`src/rtl/core/mm_pkg.sv`:
```
// ----------------------------------------------------------------------------
// mm_pkg
// Shared types and constants of the matrix multiply block.
// ----------------------------------------------------------------------------
package mm_pkg;

  localparam int unsigned DimW  = 4;
  localparam int unsigned IdxW  = 3;
  localparam int unsigned DataW = 32;
  localparam int unsigned AccW  = 64;

  typedef enum logic [1:0] {
    OP_WRITE_A = 2'd0,
    OP_WRITE_B = 2'd1,
    OP_COMPUTE = 2'd2,
    OP_NONE    = 2'd3
  } op_e;

  typedef enum logic [1:0] {
    REG_ROWS_A = 2'd0,
    REG_COLS_A = 2'd1,
    REG_ROWS_B = 2'd2,
    REG_COLS_B = 2'd3
  } reg_e;

  typedef enum logic [1:0] {
    ST_IDLE,
    ST_FETCH,
    ST_RUN,
    ST_DRAIN
  } state_e;

  // Control handed from the sequencer to the cell chain.
  typedef struct packed {
    logic clear;
    logic enable;
  } cell_ctrl_t;

endpackage

```
`src/rtl/core/mm_cell.sv`:
```
// ----------------------------------------------------------------------------
// mm_cell
// One multiply-accumulate cell: registered product, scaled, then accumulated.
// Restart the sum on the first term of each dot product.
// Passes its A operand on to its neighbor every cycle.
// ----------------------------------------------------------------------------
module mm_cell #(
  parameter int unsigned FracBits = 16
) (
  input  logic                             clk_i,
  input  logic                             rst_ni,
  input  mm_pkg::cell_ctrl_t               ctrl_i,
  input  logic                             a_valid_i,
  input  logic                             first_i,
  input  logic signed [mm_pkg::DataW-1:0]  a_i,
  input  logic signed [mm_pkg::DataW-1:0]  b_i,
  output logic                             a_valid_o,
  output logic signed [mm_pkg::DataW-1:0]  a_o,
  output logic signed [mm_pkg::AccW-1:0]   acc_o
);

  logic signed [mm_pkg::AccW-1:0] prod_q;
  logic                           prod_vld_q;
  logic                           prod_first_q;
  logic signed [mm_pkg::AccW-1:0] acc_q, acc_d;
  logic signed [mm_pkg::DataW-1:0] a_q;
  logic                           a_vld_q;

  always_ff @(posedge clk_i or negedge rst_ni) begin
    if (!rst_ni) begin
      prod_vld_q <= 1'b0;
      a_vld_q    <= 1'b0;
      acc_q      <= '0;
    end else begin
      prod_vld_q <= a_valid_i & ctrl_i.enable;
      a_vld_q    <= a_valid_i & ctrl_i.enable;
      acc_q      <= acc_d;
    end
  end

  always_ff @(posedge clk_i) begin
    prod_q       <= a_i * b_i;
    prod_first_q <= first_i;
    a_q          <= a_i;
  end

  always_comb begin
    acc_d = acc_q;
    if (ctrl_i.clear) begin
      acc_d = '0;
    end else if (prod_vld_q && prod_first_q) begin
      acc_d = prod_q >>> FracBits;
    end else if (prod_vld_q) begin
      acc_d = acc_q + (prod_q >>> FracBits);
    end
  end

  assign a_valid_o = a_vld_q;
  assign a_o       = a_q;
  assign acc_o     = acc_q;

endmodule

```
`config.mk`:
```
export PLATFORM = sky130hd
export DESIGN_NAME = mm_cell
export DESIGN_NICKNAME = d
export VERILOG_FILES = /design/src/rtl/core/mm_pkg.sv /design/src/rtl/core/mm_cell.sv
export SDC_FILE = /design/constraint.sdc
export NUM_CORES = 2
export LEC_CHECK = 0
export ABC_CLOCK_PERIOD_IN_PS = 3200
export BUFFER_PORTS_ARGS = -buffer_cell sky130_fd_sc_hd__buf_2
export CAP_MARGIN = 20
export CORE_MARGIN = 5
export CORE_UTILIZATION = 35
export CTS_CLUSTER_DIAMETER = 120
export DETAILED_ROUTE_END_ITERATION = 10
export SYNTH_ARGS = -nofsm -noshare
export SYNTH_HDL_FRONTEND = slang
export SYNTH_SLANG_ARGS = --single-unit
```
`constraint.sdc`:
```
create_clock -name clk_i -period 3.2 [get_ports clk_i]
set_input_delay 0.64 -clock clk_i [delete_from_list [all_inputs] [get_ports clk_i]]
set_output_delay 0.64 -clock clk_i [all_outputs]
set_load 0.005 [all_outputs]
```
==> results by group <==
Outcome
  • Status: finished, violations left
  • Failing checks: negative setup slack

Clocking
  • Post-CTS Hold Buffers: 0
  • CTS root buf: clkbuf_16
  • Clk_lat worst skew: 0.52 ns
  • H-tree lvl count: 4
  • CTS tree: built
  • CTS max path bufs: 2
  • Cts bufs inserted: 17
  • Clock sink total: 146
  • Worst-path clk slew: ~0.080 ns

Critical path
  • CP max FO: 5
  • R2R setup slack: -0.15 ns
  • CP max stage delay: a little over 0.6 ns
  • Reg2reg start: acc_o[9]
  • Crit path DAT: 7.51 ns
  • Worst path required time: 3.63 ns
  • Worst setup EP type: flip-flop
  • R2r worst-path depth: 15
  • Critical path launch point type: input pin
  • CP max-delay cell: fa_2
  • Setup crit start: a_i[5]
  • Crit Path Class: in -> reg

Global routing
  • Initial antenna violation count: 6
  • Grt total ovfl: 0
  • Tot GR Track Use: 0.199
  • Vias in the first global route: 36.4k
  • Global-route wire length before repair: about 210000 microns
  • Largest net degree at the start of global routing: between 60 and 70

STA
  • Slew HR: 0.419
  • Fin crit share: 2.21
  • Setup-violating endpoint count in the final report: 53
  • Worst-Margin Slew: between 0.8 and 0.9 ns
  • Tmin final: 7.07 ns
  • RSZ-0062 raised after global routing: true
  • F_max: ~140 MHz
  • Clk_skew: approximately 0.023 ns
  • Final Hold Viols: 0
  • Setup ws final: -3.87 ns
  • Fin. max-slew vios: 0

Floorplanning
  • Ports: between 150 and 200
  • Full die area: 0.131 sq mm
  • Initial core utilization: 0.352
  • Area of the core: ~0.12 sq mm
  • Chip Height: around 360 microns
  • DIE WIDTH: around 360 microns
  • Rows: about 130

Synthesis
  • Part of the Yosys area used for sequential elements: 0.0747
  • Top_reg_cell synth: dfxtp_1
  • Post-synth EDFFs: 0
  • Cell Area, Synth: about 0.043 sq mm
  • Syn. warnings: 0
  • Synth Area per Inst: ~9.3 sq um
  • Ys async rst share: 0.445
  • Register bit count reported by yosys: between 100 and 150
  • Syn Nets: 6072
  • Synth cell types: 63
  • Mapped Cells: roughly 4.7k

Placed design
  • Port Buffers: 166
  • HPWL Detailed: 107000 microns
  • Dpl ws: -4.78 ns
  • RD Place Congestion: approximately 0.9
  • Placed Instances: 6817

Cells and area
  • NumNets Final: between 6k and 7k
  • Fillers: roughly 12k
  • Fin util: 0.440
  • Layout cells sized above 1: 0.234
  • Finished Layout Cells: 6946
  • P&R area growth vs syn: 25.1%

Detailed routing
  • DRC: 0
  • Met2 WL post-DR: 57600 microns
  • Iter 0 DRT Violations: between 2k and 2.5k
  • Routed Antenna Nets: 0
  • Routed length per instance: around 18 microns
  • Total routed wirelength: 128000 microns
  • DR vias: 33.4k
  • Via density per instance: roughly 4.8
  • Highest Signal Layer: met4
  • Met3 wire length: approximately 8400 microns
  • DR pass1 iterations: 5
  • Met1 WL: 59900 microns

Flow run
  • Max Cap Viol: 0

Hold path
  • Worst min path class: in -> async
-- layer usage --
metal  vias to the layer above  global-route usage
li1                      15147                   -
met1                     17206               0.289
met2                       917               0.311
met3                        88              0.0390
met4                         0              0.0412
met5                         -                   0
-- final timing paths --
| kind | end |
|---|---|
| max | prod_q[61] |
| min | acc_o[55] |
| max reg2reg | acc_o[56] |
| min reg2reg | acc_o[59] |
| max in group asynchronous | acc_o[26] |
| min in group clk_i | prod_first_q |
-- timing repair --
action	in CTS	in global routing
pin swaps	196	176
gates resized for setup	378	217
buffers inserted	73	27
setup endpoints to repair	69	74
gates cloned	4	2
-- final cells by class --
| cell class | instances | area [sq um] | share of cell area |
|---|---|---|---|
| multi-input cells | 3280 | 37200 | 0.684 |
| repair buffers | 840 | 7480 | 0.138 |
| inverters | 1008 | 3790 | 0.0697 |
| flip-flops and latches | 146 | 3250 | 0.0598 |
| well taps | 1637 | 2050 | 0.0377 |
| clock buffers | 18 | 429 | 0.00790 |
| clock inverters | 14 | 181 | 0.00334 |
| diodes | 3 | 7.51 | 0.000138 |
-- layout by cell type, fill, tap and decap left out, types with 28 or more instances in the layout --
master	n
a21o_1	71
a21oi_1	96
a21oi_2	31
and2_1	456
and2_4	35
buf_12	57
buf_2	113
buf_4	542
buf_6	87
buf_8	28
dfrtp_1	64
dfxtp_1	79
fa_1	999
fa_2	83
ha_1	202
ha_4	40
inv_1	963
inv_2	43
nand2_1	605
nor2_1	101
o211ai_1	35
o21ai_0	62
xnor2_1	66
xor2_1	34
-- cells by family after synthesis --
family                   after synthesis  synth area share
AND/OR/NAND/NOR                     1352             0.152
AO/OA/AOI/OAI                        474            0.0704
XOR/XNOR                             117            0.0236
flip-flops                           146            0.0747
multiplexers                          12           0.00282
buffers and inverters               1251             0.108
adder cells (fa/ha/maj)             1325             0.568
-- worst max-delay path: cells and delay by family --
kind,cells,cell delay [ns]
and+or+nand+nor,2,0.25
xor gates and xnor gates,1,0.15
buffers and inverters,5,0.30
adders and majority gates,9,4.30
AOI/OAI and AO/OA,9,1.86
-- sequential cells by signal, summed over array words and instances (netlist names) --
name	flops
a_valid_o	1
acc_o	64
prod_first_q	1
a_o	32
prod_q	48
-- per-stage QoR --
step	setup TNS (ns)	instance area (sq um)	hold WS (ns)
final	-170.49	54400	0.217
after global routing	-180.31	54400	0.196
after CTS	-163.37	53300	0.173
after detailed placement	-207.96	50600	0.498
after global placement	-204.61	50600	0.490
after floorplan	-166.31	44300	0.344
-- synthesized netlist by cell type, types with 23 or more instances --
library cell / instances / area share
a211oi_1: 23 / 0.0040
a21o_1: 71 / 0.012
a21oi_1: 136 / 0.016
and2_1: 491 / 0.071
clkbuf_1: 238 / 0.021
dfrtp_1: 65 / 0.037
dfxtp_1: 81 / 0.037
fa_1: 1082 / 0.50
ha_1: 243 / 0.070
inv_1: 1008 / 0.087
nand2_1: 626 / 0.054
nand4_1: 24 / 0.0035
nor2_1: 111 / 0.0096
o211ai_1: 35 / 0.0060
o21ai_0: 92 / 0.011
o21bai_1: 23 / 0.0040
xnor2_1: 79 / 0.016
xor2_1: 38 / 0.0077
Power is not shown: default switching activity piles up to over one toggle a cycle in this logic, so the estimate is an artifact.
